==> src/rtl/slot_allocator_fence_deferred_free_assert.svh <==
// Assertion macros used by the allocator RTL.
`ifndef SLOT_ALLOCATOR_FENCE_DEFERRED_FREE_ASSERT_SVH
`define SLOT_ALLOCATOR_FENCE_DEFERRED_FREE_ASSERT_SVH

// Implication checked on every clock edge outside reset.
`define SAF_ASSERT_IMPL(lbl, ante, cons) \
	lbl: assert property (@(posedge clk) disable iff (!arst_n) (ante) |-> (cons)) \
		else $error("assertion failed");

// Implication whose consequent is checked in the cycle after the antecedent.
`define SAF_ASSERT_NEXT(lbl, ante, cons) \
	lbl: assert property (@(posedge clk) disable iff (!arst_n) (ante) |=> (cons)) \
		else $error("assertion failed");

`endif

==> src/rtl/safdf_ram.sv <==
module safdf_ram #(
	parameter int unsigned WIDTH = 8,
	parameter int unsigned DEPTH = 16
) (
	input  logic                     clk,
	input  logic                     we,
	input  logic [$clog2(DEPTH)-1:0] waddr,
	input  logic [WIDTH-1:0]         wdata,
	input  logic [$clog2(DEPTH)-1:0] raddr,
	output logic [WIDTH-1:0]         rdata
);
	logic [WIDTH-1:0] mem [DEPTH];

	always_ff @(posedge clk) begin
		if (we) begin
			mem[waddr] <= wdata;
		end
		rdata <= mem[raddr];
	end
endmodule

==> config.mk <==
export PLATFORM = sky130hd
export DESIGN_NAME = safdf_ram
export DESIGN_NICKNAME = d
export VERILOG_FILES = /design/src/rtl/slot_allocator_fence_deferred_free_assert.svh /design/src/rtl/safdf_ram.sv
export SDC_FILE = /design/constraint.sdc
export NUM_CORES = 1
export LEC_CHECK = 0
export BUFFER_PORTS_ARGS = -buffer_cell sky130_fd_sc_hd__buf_4
export CAP_MARGIN = 20
export CORE_MARGIN = 5
export CORE_UTILIZATION = 48
export DETAILED_ROUTE_END_ITERATION = 8
export HOLD_SLACK_MARGIN = 0.05
export MAX_ROUTING_LAYER = met4
export SLEW_MARGIN = 20
export SYNTH_ARGS = -nofsm -noshare
export SYNTH_HDL_FRONTEND = slang
export SYNTH_SLANG_ARGS = --single-unit
==> constraint.sdc <==
create_clock -name clk -period 2.15 [get_ports clk]
set_input_delay 0.1075 -clock clk [delete_from_list [all_inputs] [get_ports clk]]
set_output_delay 0.1075 -clock clk [all_outputs]
set_load 0.005 [all_outputs]
After elaboration in Yosys (flattened, before gate mapping). Memory sizes are Yosys's and may differ from the RTL's. A register that Yosys moved wholly into a read port is not among the register bits. Index checks and enable logic that the tools add are counted.

Word-level logic and storage cells: 3. Output and inout bits: 8. Memories: 1. Register bits after elaboration: 0. Memory bits (writable): 128. Input bits: 18.

Muxes and demuxes: 2.

Memories: mem (words 16, width 8, read ports 1, clocked after memory_dff 1, wr ports 1, RTL line safdf_ram.sv:12) `logic [WIDTH-1:0] mem [DEPTH];`.

Operator list (number): 2-to-1 mux 1 bit (2).

Logic depth before layout (Yosys ltp). Gate-level depths: netlist of run 1.

Depth in word-level cells: 2. Mapped depth: 5. Mapped depth without buffers: 3.

Least setup slack after synthesis of run 1. OpenSTA, ideal clock, no wires.

Kind: input-to-reg. From: in waddr[2]. To: mem mem[0][0], enable pin. Library setup time: 0.383 ns. Stages: 2. Path slack: 0.550 ns. Path buffers: 0. Data arrival time: 1.217 ns. Path through: or3b_2 nor3_1.

RTL lines: from (decl) (RTL line safdf_ram.sv:7) `input logic [$clog2(DEPTH)-1:0] waddr,`; to (decl) (RTL line safdf_ram.sv:12).

No word-level cell before the write port.

==> results of run 1 <==
[worst paths after layout]
kind | start | end | slack [ns] | cells after the start
worst min-delay path | waddr[0] | mem[0][7] | 0.12 | 3
worst max register to register | mem[0][0] | rdata[0] | 0.81 | 3
worst max-delay path | mem[0][0] | rdata[0] | 0.81 | 3
worst min register to register | mem[15][2] | rdata[2] | 0.68 | 3
[power groups by stage]
stage | sequential (mW) | clock [mW] | combinational (mW)
3_5_place_dp | 3.04 | 0 | 0.290
2_1_floorplan | 3.03 | 0 | 0.150
3_3_place_gp | 3.04 | 0 | 0.286
5_1_grt | 2.99 | 3.03 | 0.322
4_1_cts | 2.99 | 2.89 | 0.301
6_report | 2.99 | 2.85 | 0.293
[cell families after synthesis]
group / share of synthesized area
mux: 0.150
flops: 0.778
buf+inv: 0.0168
simple gates: 0.0318
compound gates: 0.0233
[worst max-delay path, cell delays in order (launching register included)]
cell,delay (ns)
edfxtp_1,0.36
mux4_1,0.49
a22oi_1,0.28
nand2_1,0.10
[synth_stat cells (all sizes together) (2+ instances only)]
cell type / n
a22oi: 16
buf: 7
clkdlybuf4s25: 3
dfxtp: 8
edfxtp: 128
mux4: 32
nand2: 9
nand2b: 2
nand3b: 2
nor2: 13
nor3: 4
[metrics by stage]
stage | worst slack (ns) | utilization
6_report | 0.807 | 0.603
5_1_grt | 0.728 | 0.603
4_1_cts | 0.756 | 0.603
3_5_place_dp | 0.557 | 0.538
3_3_place_gp | 0.566 | 0.538
2_1_floorplan | 0.550 | -
[routing by layer]
layer	vias up	wire length, µm	GRT usage
met1	1237	4270	0.225
li1	1091	-	-
met3	7	444	0.0488
met5	-	0	-
met4	0	92	0.0505
met2	59	4840	0.254
[area by class of cell]
| class | count | area, µm² | share of cell area |
|---|---|---|---|
| tap | 136 | 170 | 0.0272 |
| sequential | 136 | 4000 | 0.641 |
| multi-input combinational | 83 | 1060 | 0.169 |
| clock buffer | 20 | 445 | 0.0713 |
| timing repair buffer | 52 | 423 | 0.0677 |
| clock inverter | 12 | 150 | 0.0240 |
[sequential cells by signal, summed over array words and instances (netlist names)]
| name | cells |
|---|---|
| rdata | 8 |
| mem | 128 |
==> key figures, run 1 <==
Synth
  – Proportion of synthesized flip-flops having asynchronous set or reset: 0
  – Portion of synthesized cell area occupied by the leading cell type: 0.747
  – Leading area contributor after synthesis: edfxtp_1
  – Primary FF master, synth: edfxtp_1
  – Yosys warnings: 0
  – Avg Synthesized Cell Area: between 20 and 25 µm²
  – Synth Register Bits: approximately 140
  – Cell Area, Synth: around 0.0051 mm²
  – Cells after Synth: about 230
  – Number of nets produced by synthesis: approximately 250
  – Number of enable-type register cells in the synthesized netlist: 128
  – Cell types with the largest area share after synthesis: edfxtp_1 75%, mux4_2 7.9%, mux4_1 7.1%, dfxtp_1 3.1%, a22oi_1 2.3%
  – Count of distinct cell types in the synthesized netlist: 19
  – Sequential area share after synthesis: 0.778

Setup path
  – Arrival time of data at the critical path endpoint: 1.73 ns
  – Required time of the critical path: about 2.5 ns
  – Crit-path max FO: 1
  – Capturing element type of the critical path: flip-flop
  – Critical Path Start Type: flip-flop
  – Critical path start-end classification: reg2reg

CTS
  – Clk Tree Root Cell: clkbuf_8
  – H-tree levels: 4
  – Clock insertion delay at the later pin of the skew report: around 0.51 ns
  – CTS tree: done
  – Maximum buffer depth of the clock tree: 2
  – Inserted Clock Buffers: 17
  – CTS-repair resized insts: 0
  – # clock sinks: between 100 and 150
  – Hold buffer count at cts: 8
  – Post-CTS Setup Bufs: 0
  – Clock slew seen by the registers of the worst setup and hold paths: roughly 0.06 ns

Drt
  – Aggregate routed wire length: approximately 9600 µm
  – Number of detailed-routing iterations run before antenna repair: 4
  – Vias per std cell: ~5.5
  – Initial DRC Count: roughly 140
  – Routed Antenna Nets: 0
  – Post-detailed-route wirelength per cell: approximately 22 µm
  – Final routed DRC violation total: 0
  – Number of vias after detailed routing: ~2.4k

Floorplan
  – Placeable core region: between 0.01 and 0.015 mm²
  – Top-level port count: 26
  – Initial core utilization: 0.496
  – Horizontal die dimension: 114 µm
  – # rows: 37
  – Die area: roughly 0.013 mm²
  – Die boundary height: 114 µm

Layout
  – Ratio of cells with drive above 1 in the final layout: 0.307
  – Commonest non-fill, non-tap cells in the layout: 128 x edfxtp_1, 43 x buf_4, 18 x mux4_2
  – Filler Cell Count: 763
  – Most frequent standard cell in the layout excluding fill and tap cells: edfxtp_1
  – Final instance area: ~0.0062 mm²
  – Count of antenna diodes in the layout: 0
  – Net total in the final layout: 308
  – Layout overhead on the synthesized area: 21.4%
  – Non-Filler Instances: 439

STA
  – Post-route clock period utilization: 0.625
  – # setup viols final: 0
  – Setup tns final: 0 ns
  – Slew at the pin closest to its max-slew limit: approximately 0.46 ns
  – Period minus WS final: between 1 and 1.5 ns
  – Remaining max-slew budget at the tightest pin: 0.690
  – RSZ-0062 raised after global routing: no
  – Largest clock skew in the final design: between 0.007 and 0.008 ns
  – Number of failing hold endpoints at the final stage: 0
  – Smallest hold slack: between 0.1 and 0.15 ns
  – Max Transition Viols Final: 0
  – Maximum clock frequency: approximately 0.74 GHz

Place
  – Input/output buffers: 25
  – Placed instance count: about 400
  – Final GP Congestion: about 0.74
  – Post-DP HPWL: roughly 6100 µm
  – Post-placement cell area: approximately 0.0056 mm²

Pwr
  – Part of the total power dissipated in combinational logic: 0.048
  – Internal Power: between 4 and 5 mW
  – Power density of the placed cells: between 900 and 1000 mW/mm²
  – Part of the power in the clock network: 0.465
  – Net switching power: about 1.2 mW
  – Standby leakage power: between 2 and 2.5 nW
  – Total power: approximately 6.1 mW
  – Proportion of total power due to net switching: 0.197
  – Peak supply drop: between 0.5 and 0.6 mV
  – Part of the power in registers: 0.487

GRT
  – Antenna violations before repair: 0
  – Largest net degree at the start of global routing: 33
  – Total congestion overflow: 0
  – Vias in the first global route: ~2.5k
  – Overall global routing resource usage: 0.168
  – First-pass GRT wire length: between 10,000 and 15,000 µm

Run
  – Number of violations of the max-capacitance limit: 0

Hold path
  – Hold Crit Class: in2reg

Run status
  – Run status: completed
Note: power is estimated with default switching activity, not from simulation.
==> run 2: changes to the inputs <==
--- a/config.mk
+++ b/config.mk
@@ -12,6 +12,7 @@
 export DETAILED_ROUTE_END_ITERATION = 8
 export HOLD_SLACK_MARGIN = 0.05
 export MAX_ROUTING_LAYER = met4
+export PLACE_DENSITY = 0.67
 export SLEW_MARGIN = 20
 export SYNTH_ARGS = -nofsm -noshare
 export SYNTH_HDL_FRONTEND = slang
==> constraint.sdc (replaced) <==
create_clock -name clk -period 1.2 [get_ports clk]
set_input_delay 0.06 -clock clk [delete_from_list [all_inputs] [get_ports clk]]
set_output_delay 0.06 -clock clk [all_outputs]
set_load 0.005 [all_outputs]
==> run 2 against run 1 <==
Effect of this change:
- the run now ends with negative setup slack left
- power increased by 82%
- wire length grew 6.6%
- non-clock buffer count up 11
- largest power group unchanged
- global-route usage increased by 1.0 points
==> key figures, run 2 (synthesized netlist as in run 1, its figures left out) <==
Run status
  – Run status: finished, violations left (was completed)
  – Violations in the final reports: negative setup slack

Layout
  – Ratio of cells with drive above 1 in the final layout: 0.427 (was 0.307)
  – Filler Cell Count: 738 (was 763)
  – Flip-flop count of the largest register, all copies and words added: 128 (unchanged)
  – Commonest non-fill, non-tap cells in the layout: 128 x edfxtp_1, 50 x buf_4, 30 x mux4_2 (was 128 x edfxtp_1, 43 x buf_4, 18 x mux4_2)
  – Count of antenna diodes in the layout: 0 (unchanged)
  – Final instance area: 0.00643 mm² (was 0.00625 mm²)
  – Net total in the final layout: 319 (was 308)
  – Top flop regs: mem (128), rdata (8) (unchanged)
  – Layout overhead on the synthesized area: 25.0% (was 21.4%)
  – Register ranked first by flip-flop count: mem (unchanged)
  – Most frequent standard cell in the layout excluding fill and tap cells: edfxtp_1 (unchanged)

STA
  – Post-route clock period utilization: 1.09 (was 0.625)
  – # setup viols final: 7 (was 0)
  – Maximum clock frequency: 0.763 GHz (was 0.744 GHz)
  – Remaining max-slew budget at the tightest pin: 0.379 (was 0.690)
  – Number of failing hold endpoints at the final stage: 0 (unchanged)
  – Slew at the pin closest to its max-slew limit: 0.929 ns (was 0.464 ns)
  – RSZ-0062 raised after global routing: yes (was no)
  – Max Transition Viols Final: 0 (unchanged)
  – Largest clock skew in the final design: 0.00633 ns (was 0.00758 ns)
  – Setup ws final: -0.111 ns (was 0.807 ns)
  – Period minus WS final: 1.31 ns (was 1.34 ns)

Run
  – Number of violations of the max-capacitance limit: 0 (unchanged)

GRT
  – Overall global routing resource usage: 0.179 (was 0.168)
  – Largest net degree at the start of global routing: 17 (was 33)
  – Antenna violations before repair: 0 (unchanged)
  – First-pass GRT wire length: 15,900 µm (was 15,000 µm)
  – Vias in the first global route: 2,641 (was 2,506)
  – Total congestion overflow: 0 (unchanged)

Setup path
  – Capturing element type of the critical path: flip-flop (unchanged)
  – Critical Path Start Type: flip-flop (unchanged)
  – Critical path start-end classification: reg2reg (unchanged)
  – Arrival time of data at the critical path endpoint: 1.70 ns (was 1.73 ns)
  – Depth of the most critical reg-to-reg path: 3 (unchanged)
  – Required time of the critical path: 1.59 ns (was 2.54 ns)
  – Crit-path max FO: 1 (unchanged)

CTS
  – Maximum buffer depth of the clock tree: 2 (unchanged)
  – Clock slew seen by the registers of the worst setup and hold paths: 0.06 ns (about the same)
  – H-tree levels: 4 (unchanged)
  – Inserted Clock Buffers: 17 (unchanged)
  – # clock sinks: 136 (unchanged)
  – CTS tree: done (unchanged)
  – Clk Tree Root Cell: clkbuf_8 (unchanged)
  – Post-CTS Setup Bufs: 0 (unchanged)
  – Clock insertion delay at the later pin of the skew report: 0.51 ns (about the same)

Floorplan
  – Die boundary height: 114 µm (unchanged)
  – Horizontal die dimension: 114 µm (unchanged)
  – # rows: 37 (unchanged)
  – Initial core utilization: 0.496 (unchanged)
  – Die area: 0.0129 mm² (unchanged)
  – Placeable core region: 0.0104 mm² (unchanged)
  – Top-level port count: 26 (unchanged)

Drt
  – Number of detailed-routing iterations run before antenna repair: 5 (was 4)
  – Routed Antenna Nets: 0 (unchanged)
  – Initial DRC Count: 204 (was 136)
  – Vias per std cell: 5.59 (was 5.45)
  – Number of vias after detailed routing: 2,516 (was 2,394)
  – Post-detailed-route wirelength per cell: 22.9 µm (was 22.0 µm)
  – Aggregate routed wire length: 10,300 µm (was 9650 µm)
  – Final routed DRC violation total: 0 (unchanged)

Hold path
  – Worst hold path cell count: 3 (unchanged)
  – Hold Crit Class: in2reg (unchanged)

Place
  – Final GP Congestion: 0.739 (was 0.735)
  – Input/output buffers: 25 (unchanged)
  – Post-DP HPWL: 6430 µm (was 6110 µm)
  – Post-placement worst setup slack: -0.272 ns (was 0.557 ns)
  – Post-placement cell area: 0.00572 mm² (was 0.00557 mm²)

Pwr
  – Standby leakage power: 2.18 nW (was 2.13 nW)
  – Power density of the placed cells: 1740 mW/mm² (was 981 mW/mm²)
  – Peak supply drop: 1.06 mV (was 0.568 mV)
## run 2: worst paths after layout
kind               end  slack (ns)        from
min reg2reg   rdata[6]        0.68  mem[14][6]
min          mem[4][3]        0.08    waddr[1]
max reg2reg   rdata[1]       -0.11   mem[2][1]
max           rdata[1]       -0.11   mem[2][1]
## run 2: power by group
group	internal [mW]	switching, mW	total [mW]	leakage [nW]
Combinational	0.313	0.308	0.622	0.661
Clock	3.38	1.83	5.21	0.292
Sequential	5.31	0.0386	5.35	1.22
## run 2: layout make-up
cell class                 count  area [µm²]  area share
sequential                   136        4000       0.622
multi-input combinational     83        1090       0.170
timing repair buffer          63         556      0.0863
clock buffer                  21         469      0.0729
tap                          136         170      0.0264
clock inverter                11         144      0.0224
## run 2: critical path, stage by stage, from the launching register on
cell and delay, ns:
edfxtp_1 0.37, mux4_2 0.49, a22oi_2 0.25, nand2_1 0.09
## run 2: repair_timing
item / 4_1_cts / 5_1_grt
pin swaps: 9 / 6
hold buffers: 8 / 0
setup endpoints to repair: 8 / 8
endpoints found under the hold margin: 128 / 0
gates resized for setup: 17 / 8
## run 2: stage by stage
step | instances | hold slack, ns | total power [mW] | utilization | TNS (ns)
5_1_grt | 450 | 0.0850 | 11.5 | 0.621 | -0.741
2_1_floorplan | 229 | 0.159 | 5.71 | - | -3.90
3_3_place_gp | 410 | 0.361 | 5.99 | 0.552 | -5.69
3_5_place_dp | 410 | 0.373 | 6.01 | 0.552 | -7.58
6_report | 450 | 0.0817 | 11.2 | 0.621 | -0.375
4_1_cts | 450 | 0.0672 | 11.2 | 0.618 | -0.490
## run 2: metal layers
metal  global-route usage  vias to the layer above  part of all wire
li1                     -                     1106                 -
met1                0.227                     1291              0.41
met2                0.274                      106              0.50
met3               0.0515                       13             0.072
met4               0.0681                        0             0.012
met5                    -                        -                 0
